## src/rplf_pkg.sv

```systemverilog
// ----------------------------------------------------------------------------
// rplf_pkg
// Shared types and constants for the record/play LED fade controller.
// ----------------------------------------------------------------------------
package rplf_pkg;

    // command codes
    localparam logic CMD_CHECK = 1'b0;
    localparam logic CMD_TICK  = 1'b1;

    // mode codes
    localparam logic [1:0] MODE_IDLE = 2'd0;
    localparam logic [1:0] MODE_REC  = 2'd1;
    localparam logic [1:0] MODE_PLAY = 2'd2;

    localparam logic [7:0] LEVEL_MAX = 8'd255;

    // configuration register indexes
    localparam int         CFG_INDEX_W   = 2;
    localparam int         CFG_DATA_W    = 32;
    localparam logic [1:0] REG_QUICK     = 2'd0;
    localparam logic [1:0] REG_SLOW      = 2'd1;
    localparam logic [1:0] REG_DURATION  = 2'd2;

    localparam logic [7:0]  QUICK_RESET    = 8'd8;
    localparam logic [7:0]  SLOW_RESET     = 8'd1;
    localparam logic [31:0] DURATION_RESET = 32'd5000;

    typedef struct packed {
        logic        command;
        logic        button_level;
        logic [31:0] time_ms;
    } item_t;

    typedef struct packed {
        logic [1:0] mode;
        logic [7:0] green_level;
        logic [7:0] red_level;
        logic [7:0] button_led_level;
        logic       button_echo;
    } result_t;

    typedef struct packed {
        logic [7:0]  quick_fade_step;
        logic [7:0]  slow_fade_step;
        logic [31:0] play_duration_ms;
    } cfg_t;

endpackage

```

## src/record_play_led_fade_controller.sv

```systemverilog
// ----------------------------------------------------------------------------
// record_play_led_fade_controller
// Idle/record/play mode controller with bouncing LED fade.
//
//   channel   direction   handshake             payload
//   item      in          item_valid/stall      command, button_level, time_ms
//   result    out         result_valid/stall    mode, levels, button_echo
//   cfg       in          cfg_write             cfg_index, cfg_data
//
// one word per clock sustained while result_stall is low; an accepted word
// goes from the input register through the core into the result register,
// and a stalled result can hold it in the input register on the way
// reset (rst_n low, async) puts the core in idle mode, red at full, other levels zero
// a stalled result holds the core; the input register then fills and
// item_stall rises
// ----------------------------------------------------------------------------
module record_play_led_fade_controller (
    input  logic                              clk,
    input  logic                              rst_n,
    input  logic                              item_valid,
    output logic                              item_stall,
    input  rplf_pkg::item_t                   item,
    output logic                              result_valid,
    input  logic                              result_stall,
    output rplf_pkg::result_t                 result,
    input  logic                              cfg_write,
    input  logic [rplf_pkg::CFG_INDEX_W-1:0]  cfg_index,
    input  logic [rplf_pkg::CFG_DATA_W-1:0]   cfg_data
);

    rplf_pkg::cfg_t    cfg;
    rplf_pkg::item_t   held_item;
    rplf_pkg::result_t core_result;
    rplf_pkg::result_t result_reg;
    logic              held_valid;
    logic              result_valid_reg;
    logic              advance;
    logic              fire;

    assign advance = !result_valid_reg || !result_stall;
    assign fire    = advance && held_valid;

    rplf_cfg_regs u_cfg (
        .clk       (clk),
        .rst_n     (rst_n),
        .cfg_write (cfg_write),
        .cfg_index (cfg_index),
        .cfg_data  (cfg_data),
        .cfg       (cfg)
    );

    rplf_in_stage u_in (
        .clk        (clk),
        .rst_n      (rst_n),
        .item_valid (item_valid),
        .item_stall (item_stall),
        .item       (item),
        .advance    (advance),
        .held_valid (held_valid),
        .held_item  (held_item)
    );

    rplf_core u_core (
        .clk    (clk),
        .rst_n  (rst_n),
        .fire   (fire),
        .item   (held_item),
        .cfg    (cfg),
        .result (core_result)
    );

    always_ff @(posedge clk or negedge rst_n)
    begin
        if (!rst_n)
        begin
            result_valid_reg <= 1'b0;
        end
        else if (advance)
        begin
            result_valid_reg <= held_valid;
        end
    end

    always_ff @(posedge clk)
    begin
        if (fire)
        begin
            result_reg <= core_result;
        end
    end

    assign result_valid = result_valid_reg;
    assign result       = result_reg;

endmodule

```

## src/rplf_cfg_regs.sv

```systemverilog
// ----------------------------------------------------------------------------
// rplf_cfg_regs
// Configuration registers: fade steps and play duration.
// ----------------------------------------------------------------------------
module rplf_cfg_regs (
    input  logic                               clk,
    input  logic                               rst_n,
    input  logic                               cfg_write,
    input  logic [rplf_pkg::CFG_INDEX_W-1:0]   cfg_index,
    input  logic [rplf_pkg::CFG_DATA_W-1:0]    cfg_data,
    output rplf_pkg::cfg_t                     cfg
);

    rplf_pkg::cfg_t cfg_reg;

    always_ff @(posedge clk or negedge rst_n)
    begin
        if (!rst_n)
        begin
            cfg_reg.quick_fade_step  <= rplf_pkg::QUICK_RESET;
            cfg_reg.slow_fade_step   <= rplf_pkg::SLOW_RESET;
            cfg_reg.play_duration_ms <= rplf_pkg::DURATION_RESET;
        end
        else if (cfg_write)
        begin
            case (cfg_index)
                rplf_pkg::REG_QUICK:    cfg_reg.quick_fade_step  <= cfg_data[7:0];
                rplf_pkg::REG_SLOW:     cfg_reg.slow_fade_step   <= cfg_data[7:0];
                rplf_pkg::REG_DURATION: cfg_reg.play_duration_ms <= cfg_data;
                default:                ;
            endcase
        end
    end

    assign cfg = cfg_reg;

endmodule

```

## src/rplf_in_stage.sv

```systemverilog
// ----------------------------------------------------------------------------
// rplf_in_stage
// Input register; holds one word until the core can take it.
// ----------------------------------------------------------------------------
module rplf_in_stage (
    input  logic            clk,
    input  logic            rst_n,
    input  logic            item_valid,
    output logic            item_stall,
    input  rplf_pkg::item_t item,
    input  logic            advance,
    output logic            held_valid,
    output rplf_pkg::item_t held_item
);

    logic            valid_reg;
    rplf_pkg::item_t item_reg;
    logic            load;

    assign item_stall = valid_reg && !advance;
    assign load       = item_valid && !item_stall;

    always_ff @(posedge clk or negedge rst_n)
    begin
        if (!rst_n)
        begin
            valid_reg <= 1'b0;
        end
        else if (!item_stall)
        begin
            valid_reg <= item_valid;
        end
    end

    always_ff @(posedge clk)
    begin
        if (load)
        begin
            item_reg <= item;
        end
    end

    assign held_valid = valid_reg;
    assign held_item  = item_reg;

endmodule

```

## src/rplf_core.sv

```systemverilog
// ----------------------------------------------------------------------------
// rplf_core
// Mode state, fade state and held LED levels; computes one result per word.
// ----------------------------------------------------------------------------
module rplf_core (
    input  logic              clk,
    input  logic              rst_n,
    input  logic              fire,
    input  rplf_pkg::item_t   item,
    input  rplf_pkg::cfg_t    cfg,
    output rplf_pkg::result_t result
);

    logic [1:0]        mode_reg,        mode_next;
    logic [7:0]        brightness_reg,  brightness_next;
    logic signed [8:0] fade_step_reg,   fade_step_next;
    logic [31:0]       play_start_reg,  play_start_next;
    logic [7:0]        green_reg,       green_next;
    logic [7:0]        red_reg,         red_next;
    logic [7:0]        button_led_reg,  button_led_next;
    logic              last_button_reg, last_button_next;

    logic [31:0]       elapsed;
    logic signed [9:0] sum;
    logic              do_fade;

    assign elapsed = item.time_ms - play_start_reg;
    assign sum     = $signed({2'b00, brightness_reg})
                   + $signed({fade_step_reg[8], fade_step_reg});

    always_comb
    begin
        mode_next        = mode_reg;
        brightness_next  = brightness_reg;
        fade_step_next   = fade_step_reg;
        play_start_next  = play_start_reg;
        green_next       = green_reg;
        red_next         = red_reg;
        button_led_next  = button_led_reg;
        last_button_next = last_button_reg;
        do_fade          = 1'b0;

        if (item.command == rplf_pkg::CMD_CHECK)
        begin
            last_button_next = item.button_level;
            if (item.button_level && mode_reg == rplf_pkg::MODE_IDLE)
            begin
                mode_next      = rplf_pkg::MODE_REC;
                fade_step_next = $signed({1'b0, cfg.quick_fade_step});
            end
            else if (!item.button_level && mode_reg == rplf_pkg::MODE_REC)
            begin
                mode_next       = rplf_pkg::MODE_PLAY;
                fade_step_next  = '0;
                brightness_next = '0;
                play_start_next = item.time_ms;
            end
            else if (mode_reg == rplf_pkg::MODE_PLAY && elapsed > cfg.play_duration_ms)
            begin
                mode_next      = rplf_pkg::MODE_IDLE;
                fade_step_next = $signed({1'b0, cfg.slow_fade_step});
            end
        end
        else
        begin
            case (mode_reg)
                rplf_pkg::MODE_IDLE:
                begin
                    green_next      = brightness_reg;
                    red_next        = rplf_pkg::LEVEL_MAX;
                    button_led_next = brightness_reg;
                    do_fade         = 1'b1;
                end
                rplf_pkg::MODE_REC:
                begin
                    green_next = rplf_pkg::LEVEL_MAX;
                    red_next   = '0;
                end
                rplf_pkg::MODE_PLAY:
                begin
                    green_next      = brightness_reg;
                    red_next        = brightness_reg;
                    button_led_next = brightness_reg;
                    do_fade         = 1'b1;
                end
                default:
                begin
                    mode_next = rplf_pkg::MODE_IDLE;
                    do_fade   = 1'b1;
                end
            endcase

            if (do_fade)
            begin
                // bounce off either end, clamping to the level range
                if (sum <= 10'sd0 || sum >= 10'sd255)
                begin
                    fade_step_next = -fade_step_reg;
                end
                if (sum < 10'sd0)
                begin
                    brightness_next = '0;
                end
                else if (sum > 10'sd255)
                begin
                    brightness_next = rplf_pkg::LEVEL_MAX;
                end
                else
                begin
                    brightness_next = sum[7:0];
                end
            end
        end
    end

    always_ff @(posedge clk or negedge rst_n)
    begin
        if (!rst_n)
        begin
            mode_reg        <= rplf_pkg::MODE_IDLE;
            brightness_reg  <= '0;
            fade_step_reg   <= '0;
            play_start_reg  <= '0;
            green_reg       <= '0;
            red_reg         <= rplf_pkg::LEVEL_MAX;
            button_led_reg  <= '0;
            last_button_reg <= 1'b0;
        end
        else if (fire)
        begin
            mode_reg        <= mode_next;
            brightness_reg  <= brightness_next;
            fade_step_reg   <= fade_step_next;
            play_start_reg  <= play_start_next;
            green_reg       <= green_next;
            red_reg         <= red_next;
            button_led_reg  <= button_led_next;
            last_button_reg <= last_button_next;
        end
    end

    assign result.mode             = mode_next;
    assign result.green_level      = green_next;
    assign result.red_level        = red_next;
    assign result.button_led_level = button_led_next;
    assign result.button_echo      = last_button_next;

endmodule
```

## config.mk

```make
export PLATFORM = sky130hd
export DESIGN_NAME = record_play_led_fade_controller
export DESIGN_NICKNAME = d
export VERILOG_FILES = /design/src/rplf_pkg.sv /design/src/record_play_led_fade_controller.sv /design/src/rplf_cfg_regs.sv /design/src/rplf_in_stage.sv /design/src/rplf_core.sv
export SDC_FILE = /design/constraint.sdc
export NUM_CORES = 1
export LEC_CHECK = 0
export BUFFER_PORTS_ARGS = -buffer_cell sky130_fd_sc_hd__buf_2
export CELL_PAD_IN_SITES_DETAIL_PLACEMENT = 2
export CELL_PAD_IN_SITES_GLOBAL_PLACEMENT = 2
export CORE_ASPECT_RATIO = 0.9
export CORE_MARGIN = 8
export CORE_UTILIZATION = 40
export DETAILED_ROUTE_END_ITERATION = 6
export GPL_TIMING_DRIVEN = 0
export PLACE_DENSITY_LB_ADDON = 0.12
export REMOVE_ABC_BUFFERS = 1
export SKIP_LAST_GASP = 1
export SLEW_MARGIN = 20
export SYNTH_ARGS = -nofsm -noshare
export SYNTH_HDL_FRONTEND = slang
export SYNTH_HIERARCHICAL = 1
export SYNTH_SLANG_ARGS = --single-unit
```

## constraint.sdc

```tcl
create_clock -name clk -period 4.5 [get_ports clk]
set_input_delay 0.45 -clock clk [delete_from_list [all_inputs] [get_ports clk]]
set_output_delay 0.45 -clock clk [all_outputs]
set_load 0.05 [all_outputs]
```

---- Yosys cells after proc, flatten, opt, wreduce, memory -nomap -nowiden ----
Index checks and enable logic that the tools add are counted.
cells by class
  order comparisons ....................... 5
  bitwise operators ....................... 2
  add/subtract/negate cells ............... 3
  shift operators ......................... 0
  reductions and logical operators ........ 25
  multiplexer cells ....................... 26
  eq/ne operators ......................... 7
  $mul .................................... 0
  div/mod/pow operators ................... 0
operator list
  cell                                                         number
  2-to-1 mux 8 bit                                             10
  2-to-1 mux 9 bit                                             6
  > comparator 32 bit                                          1
  subtractor 32 bit                                            1
  one-hot mux 8 bit (3 select lines)                           1
  one-hot mux 8 bit (2 select lines)                           1
  AND reduction 4 bit                                          3
  adder 9 x 9 -> 10 bit                                        1
  >= comparator 10 x 9 -> 1 bit, second input constant         1
  > comparator 10 x 9 -> 1 bit, second input constant          1
  <= comparator 10 x 1 -> 1 bit, second input constant         1
  less-than comparator 10 x 1 -> 1 bit, second input constant  1
  2-to-1 mux 2 bit                                             5
  negation 9 bit                                               1
  logical AND 1 bit                                            6
  AND reduction 2 bit                                          3
  zero test 1 bit                                              5
  equality test 2 x 1 -> 1 bit, second input constant          2
  equality test 2 bit, second input constant                   2
  zero test 2 bit                                              2
  inequality test 2 x 1 -> 1 bit, second input constant        2
  nonzero test 4 bit                                           1
  2-to-1 mux 1 bit                                             3
  OR reduction 3 bit                                           1
  5 further kinds                                              7
storage, ports and cells
  bits in latches ......................... 0
  memory bits (writable) .................. 0
  memories kept ........................... 0
  memory bits (read-only) ................. 0
  register bits ........................... 187
  word-level logic and storage cells ...... 89
  input bits .............................. 73

---- Logic depth before layout (Yosys ltp) ----
Gate-level depths: netlist (run 1).
  depth after elaboration ................. 7
  depth in mapped cells ................... 23
  depth with buffers taken out ............ 21

---- Modules after synthesis ----
The synthesis (run 1) kept the hierarchy.
modules (own cells, without submodules)
  module                           area each (µm²)  cells an instance  instances  seq. area each (µm²)
  rplf_core                        6463.7           716                1          1911.8
  rplf_cfg_regs                    1823.0           102                1          1209.9
  rplf_in_stage                    1078.5           39                 1          1046.0
  record_play_led_fade_controller  858.3            31                 1          835.8

---- Worst setup path before layout (run 1) ----
OpenSTA, ideal clock, no wires.
  kind .................................... reg2reg
  start point ............................. register u_in.item_reg, in the netlist u_in/held_item[0]
  end point ............................... register u_core.fade_step_reg[6]
  arrival time ............................ 3.958 ns
  stages on the path, launching flop included .. 24
  required time ........................... 4.375 ns
  setup time .............................. 0.125 ns
  path slack .............................. 0.417 ns
  path buffers ............................ 2
  cell sequence ........................... edfxtp_1 inv_1 ha_1 inv_1 fa_1 a211o_1 a21oi_2 nor2_1 nor3_2 o211a_1 o21bai_2 o21ai_0 xor2_1 ha_1 nand4_1 nor4_1 a21oi_1 inv_1 a21oi_1 and2_1 buf_6 buf_6 a31oi_1 o22ai_1
between the ends
  longest elaborated chain between the ends .. 5
RTL lines
  element                               line                 RTL
  start, declared                       rplf_in_stage.sv:17  rplf_pkg::item_t item_reg;
  start signal, assigned                rplf_in_stage.sv:39  item_reg <= item;
  subtractor 32 bit                     rplf_core.sv:27      assign elapsed = item.time_ms - play_start_reg;
  > comparator 32 bit                   rplf_core.sv:58      else if (mode_reg == rplf_pkg::MODE_PLAY && elapsed > cfg.play_duration_ms)
  logical AND 1 bit                     rplf_core.sv:58
  nonzero test 4 bit (no source line)   --
  AND reduction 4 bit (no source line)  --
  end signal, assigned                  rplf_core.sv:133     fade_step_reg <= fade_step_next;
  end, declared                         rplf_core.sv:16      logic signed [8:0] fade_step_reg, fade_step_next;
Every way passes these cells.
A chain may end at the register's enable or synchronous reset.

---- Final worst setup path (run 1) ----
Same ends and word-level chain as after synthesis.

==> results of run 1 <==
metal layers:
metal | GRT usage, % | share of wire, % | routed length [um]
met5 | 0 | 0 | 0
met4 | 4.31 | 1.3 | 375
met3 | 3.12 | 2.7 | 750
met2 | 33.1 | 52 | 14600
met1 | 23.1 | 44 | 12500
final cells by class:
cell class              count  area share (%)
multi-input cells         598            41.1
flip-flops and latches    187            41.1
repair buffers            124            6.47
well taps                 342            3.52
clock buffers              17            3.50
inverters                  83            2.56
clock inverters            15            1.71
synth_stat cells (6+ instances only):
library cell,number,area (um2)
nor3_1,7,35.0
nand3_1,11,55.1
o22a_1,8,70.1
a21o_1,13,97.6
nand4_1,12,75.1
o21a_1,9,67.6
buf_1,7,26.3
nor2b_1,17,106
a31oi_1,8,50.1
dfrtp_1,111,2780
ha_1,72,901
o21ai_0,40,200
xnor2_1,20,175
dfstp_2,15,394
nand2b_1,8,50.1
a211o_1,6,52.6
inv_1,83,312
clkbuf_1,6,22.5
nor2_1,33,124
a21oi_1,58,290
mux2_2,111,1250
nand2_1,45,169
edfxtp_1,61,1830
xor2_1,14,123
final timing paths:
kind,cells after the start,start,endpoint,slack (ns)
max in group asynchronous,3,rst_n,u_core/red_reg[1]$_DFFE_PN1P_,3.23
hold reg to reg,1,u_cfg/cfg[4]$_DFFE_PN0P_,u_cfg/cfg[4]$_DFFE_PN0P_,0.50
min in group asynchronous,2,rst_n,u_core/play_start_reg[5]$_DFFE_PN0P_,0.48
setup / recovery,22,u_in/held_item[0]$_DFFE_PP_,u_core/fade_step_reg[6]$_DFFE_PN0P_,0.0009
hold / removal,1,item[6],u_in/held_item[6]$_DFFE_PP_,0.18
setup reg to reg,22,u_in/held_item[0]$_DFFE_PP_,u_core/fade_step_reg[6]$_DFFE_PN0P_,0.0009
logic make-up after synthesis:
family	count (synthesis)	share of synthesized area (%)
AO/OA/AOI/OAI	200	12.9
XOR/XNOR	34	2.91
adder cells (fa/ha/maj)	74	9.20
buffers and inverters	104	4.28
flip-flops	187	48.9
multiplexers	114	12.5
AND/OR/NAND/NOR	175	9.24
worst reg2reg max path: stages (launching register included):
cell and delay (ns):
edfxtp_1 0.39, inv_2 0.09, ha_4 0.15, inv_2 0.04
fa_2 0.35, a211o_1 0.30, a21oi_2 0.16, nor2_2 0.08
or3_1 0.32, o221ai_2 0.20, a31oi_2 0.15, a21oi_2 0.18
xnor2_1 0.14, ha_1 0.26, nand4_1 0.17, nor3_1 0.08
a21oi_1 0.12, o211ai_1 0.15, a2111o_1 0.44, and2_4 0.23
buf_12 0.15, a31oi_2 0.13, o22ai_1 0.09
what timing repair did:
action	in CTS	in global routing
buffers inserted	12	5
cloned	1	0
gates resized for setup	24	25
setup endpoints to repair	11	11
hold buffers	1	0
hold endpoints to repair	35	0
pin swaps	17	18
report_power, final:
group / total (mW) / switching, mW / internal, mW / leakage [nW]
sequential: 2.74 / 0.396 / 2.34 / 2.07
clock: 1.60 / 0.827 / 0.776 / 0.305
combinational: 4.79 / 2.74 / 2.05 / 3.00
total: 9.13 / 3.97 / 5.16 / 5.38
stage by stage:
step	util [%]	area, um2	setup TNS (ns)
after floorplan	-	10100	0
after global placement	43.9	11000	-20.15
after detailed placement	44.4	11200	-5.93
after CTS	47.8	12000	-1.26
after global routing	48.4	12200	-1.39
final	48.4	12200	0
==> metrics.txt, run 1 <==
Top FF cell, synth=dfrtp_1; TritonCTS Buffers=17; max frequency=about 220 MHz; Final setup viols=0; RD Place Congestion=about 0.8; minimum clock period=about 4.5 ns; DR pass1 iterations=4; status=complete, no violations; CP max stage cell=a2111o_1; clk sink count=roughly 190; commonest cells after routing, fill and taps aside=dfrtp_1, mux2_2, buf_2, inv_1, ha_1; Worst-path clk slew=0.08 ns; CTS max path bufs=2; layout cells sized above 1=between 30 and 40%; Rows=55; fillers=around 2,600; Crit. End Element=register; Routed Antenna Nets=0; Slew @ Worst Pin=0.918 ns; max cap viols=0; drc violations=0; area grow syn2layout=19.0%; DR vias/cell=5.37; max reg flops=48; gr usage total=18.6%; first-pass GRT wire length=between 40,000 and 50,000 um; IO Pins=~100; initial antenna violation count=0; vias in the first global route=roughly 8,300; worst setup path category=register to register; core area=approximately 0.025 mm2; CTS tree=built; H-tree Lvls=4; Req. time, crit path=a little under 5 ns; family with the most delay on the worst path=compound AO/OA/AOI/OAI gates; clk_skew=approximately 0.014 ns; buffer and inverter count on the worst path=3; Clk Latency, worst-skew pair=around 0.44 ns; final-stage net count=1,158; DP Worst Slack=-0.708 ns; wire per inst=a little over 20 um; initial drt markers=~300; Worst setup SP type=register; die height=~170 um; Slew HR=between 30% and 40%; Root Buffer=clkbuf_16; area of the mapped netlist=~0.010 mm2; Yosys warnings=6; Final WS setup=approximately 0.0009 ns; gr ovfl total=0; RSZ-0062 raised after global routing=yes; Synth Area per Inst=~12 um2; Final Non-Filler Cells=roughly 1,400; area of the multi-input gates=approximately 0.005 mm2; flop and latch count out of synthesis=about 190; Design Power=between 9 and 10 mW; leakage=5.38 nW; arrival time worst endpoint=around 4.8 ns; register area=between 0.005 and 0.006 mm2; Post-synth ARST share=approximately two thirds; Die Width=around 180 um; largest net degree at the start of global routing=between 80 and 90; drt total wl=between 20,000 and 30,000 um; Post-synth EDFFs=61; Worst Hold Class=input pin to register; Distinct cells, synth=74; final worst-path cycle share=100%; Cells after Synth=888; max-slew violation count=0; vias=approximately 7,300; PD cells=around 750 mW/mm2; register area share after synthesis=~50%; count of input and output buffers=~100; crit path max fanout=7; peak per-stage delay on the critical path=0.44 ns; die footprint=between 0.03 and 0.04 mm2; crit-path cells=inv_2 > ha_4 > inv_2 > fa_2 > a211o_1 > a21oi_2 > nor2_2 > or3_1 > o221ai_2 > a31oi_2 > a21oi_2 > xnor2_1 > ha_1 > nand4_1 > nor3_1 > a21oi_1 > o211ai_1 > a2111o_1 > and2_4 > buf_12 > a31oi_2 > o22ai_1; post-DP HPWL=20,000 um; count of final hold-check violations=0; placed cells=1,314; final hold slack=roughly 0.18 ns; Max IR drop VDD=approximately 0.28 mV; diode count=0; starting density of the core=between 40% and 50%
(Power assumes the default switching activity.)
==> run 2, diff against run 1 <==
- PLACE_DENSITY: unset -> 0.84
- PLACE_DENSITY_LB_ADDON: 0.12 -> unset
==> run 2 against run 1 <==
The flow now finishes with violations (negative setup slack). Clock power is 3% lower. Register-to-register slack worse by 0.12 ns. Core utilization is 0.31 points lower. Cell count is 0.29% lower. Critical path depth is 4 lower. Setup slack worse by 0.12 ns. Critical path type unchanged. Critical endpoint is now u_core/fade_step_reg[5]$_DFFE_PN0P_.
==> metrics.txt, run 2 (synthesis results as in run 1) <==
Reg2Reg Depth=18 (-18%); RD Place Congestion=0.804 (+0.89%); diode count=0 (unchanged); IO Pins=102 (unchanged); max frequency=216 MHz (-2.7%); clk_skew=0.0137 ns (+0.0000649 ns); post-DP HPWL=20,500 um (+2.6%); initial antenna violation count=0 (unchanged); family with the most delay on the worst path=compound AO/OA/AOI/OAI gates; count of final hold-check violations=0 (unchanged); max reg flops=48 (unchanged); Final setup viols=7 (+7); Slew HR=30.7% (-7.8 points); die height=168 um (unchanged); Worst-path clk slew=0.08 ns (about the same); max-slew violation count=0 (unchanged); status=finished, violations left; minimum clock period=4.62 ns (+0.124 ns); arrival time worst endpoint=4.92 ns (+0.11 ns); Root Buffer=clkbuf_16; Clk Latency, worst-skew pair=0.44 ns (about the same); DR pass1 iterations=5 (+1); area grow syn2layout=18.3%; drt total wl=30,600 um (+8.5%); DP Area=0.0112 mm2 (about the same); CP max stage cell=a2111o_1; clk sink count=187 (unchanged); Req. time, crit path=4.80 ns (-0.02 ns); crit path max fanout=5 (-2); crit-path cells=ha_1 > and3_2 > nand2_1 > o211a_1 > and2_1 > a211oi_2 > o21ai_2 > a211oi_2 > xnor2_1 > ha_1 > nand4_1 > nor3_2 > a21oi_2 > o211ai_1 > a2111o_1 > and2_4 > a22oi_2 > o2111ai_1; peak per-stage delay on the critical path=0.49 ns (+0.05 ns); first-pass GRT wire length=48,400 um (+6.8%); Crit. End Element=register; final-stage net count=1,154 (-0.35%); commonest cells after routing, fill and taps aside=dfrtp_1, mux2_2, buf_2, inv_1, ha_1; Die Width=185 um (unchanged); fillers=2,526 (-1.9%); final non-filler cell area=0.0121 mm2 (-0.64%); Sw Pwr=4.08 mW (+2.8%); core area=0.0251 mm2 (unchanged); final worst-path cycle share=103% (+2.8 points); largest net degree at the start of global routing=66 (-22%); Hold Crit Start=item[0]; reg2reg start=u_in/held_item[18]$_DFFE_PP_; H-tree Lvls=4 (unchanged); Max IR drop VDD=0.349 mV (+25%); failing checks=negative setup slack; TritonCTS Buffers=17 (unchanged); die footprint=0.0309 mm2 (unchanged); Design Power=9.31 mW (+2.0%); worst setup path category=register to register; FF-to-FF End=u_core/fade_step_reg[5]$_DFFE_PN0P_; Worst R2R Setup Slack=-0.12 ns (-0.12 ns); layout cells sized above 1=33.3% (-0.36 points); PD cells=770 mW/mm2 (+2.6%); count of input and output buffers=101 (unchanged); Internal=5.23 mW (+1.3%); Worst setup SP type=register; Rows=55 (unchanged); vias in the first global route=8,690 (+4.4%); starting density of the core=40.7% (unchanged); CTS tree=built; leakage=5.32 nW (-1.0%); Clock power frac=16.7% (-0.9 points); power share of the sequential group=29.7% (-0.3 points); switch share=43.8% (+0.35 points); Slew @ Worst Pin=1.04 ns (+0.121 ns); Gate power share=53.6% (+1.2 points); vias=7,553 (+2.9%); gr usage total=19.9% (+1.3 points); CTS max path bufs=2 (unchanged); Final TNS setup=-0.580 ns (-0.580 ns); Final WS setup=-0.123 ns (-0.124 ns); Routed Antenna Nets=0 (unchanged); Hold Path Stages=1 (unchanged); max cap viols=0 (unchanged); DR vias/cell=5.55 (+3.2%); buffer and inverter count on the worst path=0 (-3); RSZ-0062 raised after global routing=yes; drc violations=0 (unchanged); hold endpoint=u_in/held_item[0]$_DFFE_PP_; Worst Hold Class=input pin to register; gr ovfl total=0 (unchanged); wire per inst=22.5 um (+8.8%); initial drt markers=400 (+32%)
==> run 2: changes by cell type in the layout (fill, tap and decap cells not counted), sizes merged <==
cell / change
buf: -5
clkinvlp: +1
clkinv: -4
bufinv: +2
clkbuf: +3
and2: +1
inv: -2
==> run 2: what timing repair did <==
action | 4_1_cts | 5_1_grt
setup buffers | 10 | 3
endpoints found under the hold margin | 54 | 0
gates cloned | 2 | 0
pin swaps | 26 | 24
setup endpoints to repair | 11 | 11
hold buffers | 1 | 0
resized for setup | 27 | 28
==> run 2: how the worst max path moves through the flow <==
| stage | from | endpoint | slack [ns] | depth (start not counted) |
|---|---|---|---|---|
| after floorplan | u_in/held_item[0]$_DFFE_PP_ | u_core/fade_step_reg[3]$_DFFE_PN0P_ | 0.41 | 19 |
| after global placement | u_in/held_item[1]$_DFFE_PP_ | u_core/fade_step_reg[6]$_DFFE_PN0P_ | -0.55 | 16 |
| after detailed placement | u_in/held_item[1]$_DFFE_PP_ | u_core/fade_step_reg[6]$_DFFE_PN0P_ | -0.72 | 16 |
| after CTS | u_in/held_item[0]$_DFFE_PP_ | u_core/fade_step_reg[5]$_DFFE_PN0P_ | -0.11 | 22 |
| after global routing | u_in/held_item[0]$_DFFE_PP_ | u_core/fade_step_reg[5]$_DFFE_PN0P_ | -0.29 | 21 |
| final | u_in/held_item[18]$_DFFE_PP_ | u_core/fade_step_reg[5]$_DFFE_PN0P_ | -0.12 | 18 |
==> run 2: stage by stage <==
step,util [%],setup slack (ns),instances,hold slack [ns]
5_1_grt,48.1,-0.294,1362,0.159
3_5_place_dp,44.4,-0.723,1314,0.431
3_3_place_gp,43.9,-0.549,1310,0.471
4_1_cts,47.6,-0.114,1359,0.160
2_1_floorplan,-,0.406,867,0.154
6_report,48.1,-0.123,1362,0.182
==> run 2: area by class of cell <==
cell class / instances / area [um2] / share of cell area [%]
Multi-Input combinational cell: 599 / 5030 / 41.6
Sequential cell: 187 / 5000 / 41.4
Timing Repair Buffer: 119 / 729 / 6.03
Clock buffer: 20 / 437 / 3.61
Tap cell: 342 / 428 / 3.54
Inverter: 83 / 312 / 2.58
Clock inverter: 12 / 154 / 1.27
==> run 2: worst register-to-register path, delay by kind of cell, from the launching register on <==
kind	cells	cell delay (ns)
AOI/OAI and AO/OA	9	2.05
DFF	1	0.41
xor gates and xnor gates	1	0.15
and+or+nand+nor	6	1.17
adders and majority gates	2	0.69
==> run 2: per-layer routing <==
metal	vias up	track usage, %	routed length, um
met3	61	3.61	935
li1	3456	-	-
met2	157	35.6	16200
met1	3879	23.2	12700
met5	-	0	0
met4	0	7.85	760
==> run 2: power groups by stage <==
| stage | logic [mW] | registers (mW) | clock network [mW] |
|---|---|---|---|
| after floorplan | 3.05 | 2.84 | 0 |
| after global placement | 4.06 | 2.73 | 0 |
| after detailed placement | 4.36 | 2.79 | 0 |
| after CTS | 4.76 | 2.77 | 1.60 |
| after global routing | 5.47 | 2.83 | 1.66 |
| final | 4.99 | 2.77 | 1.56 |
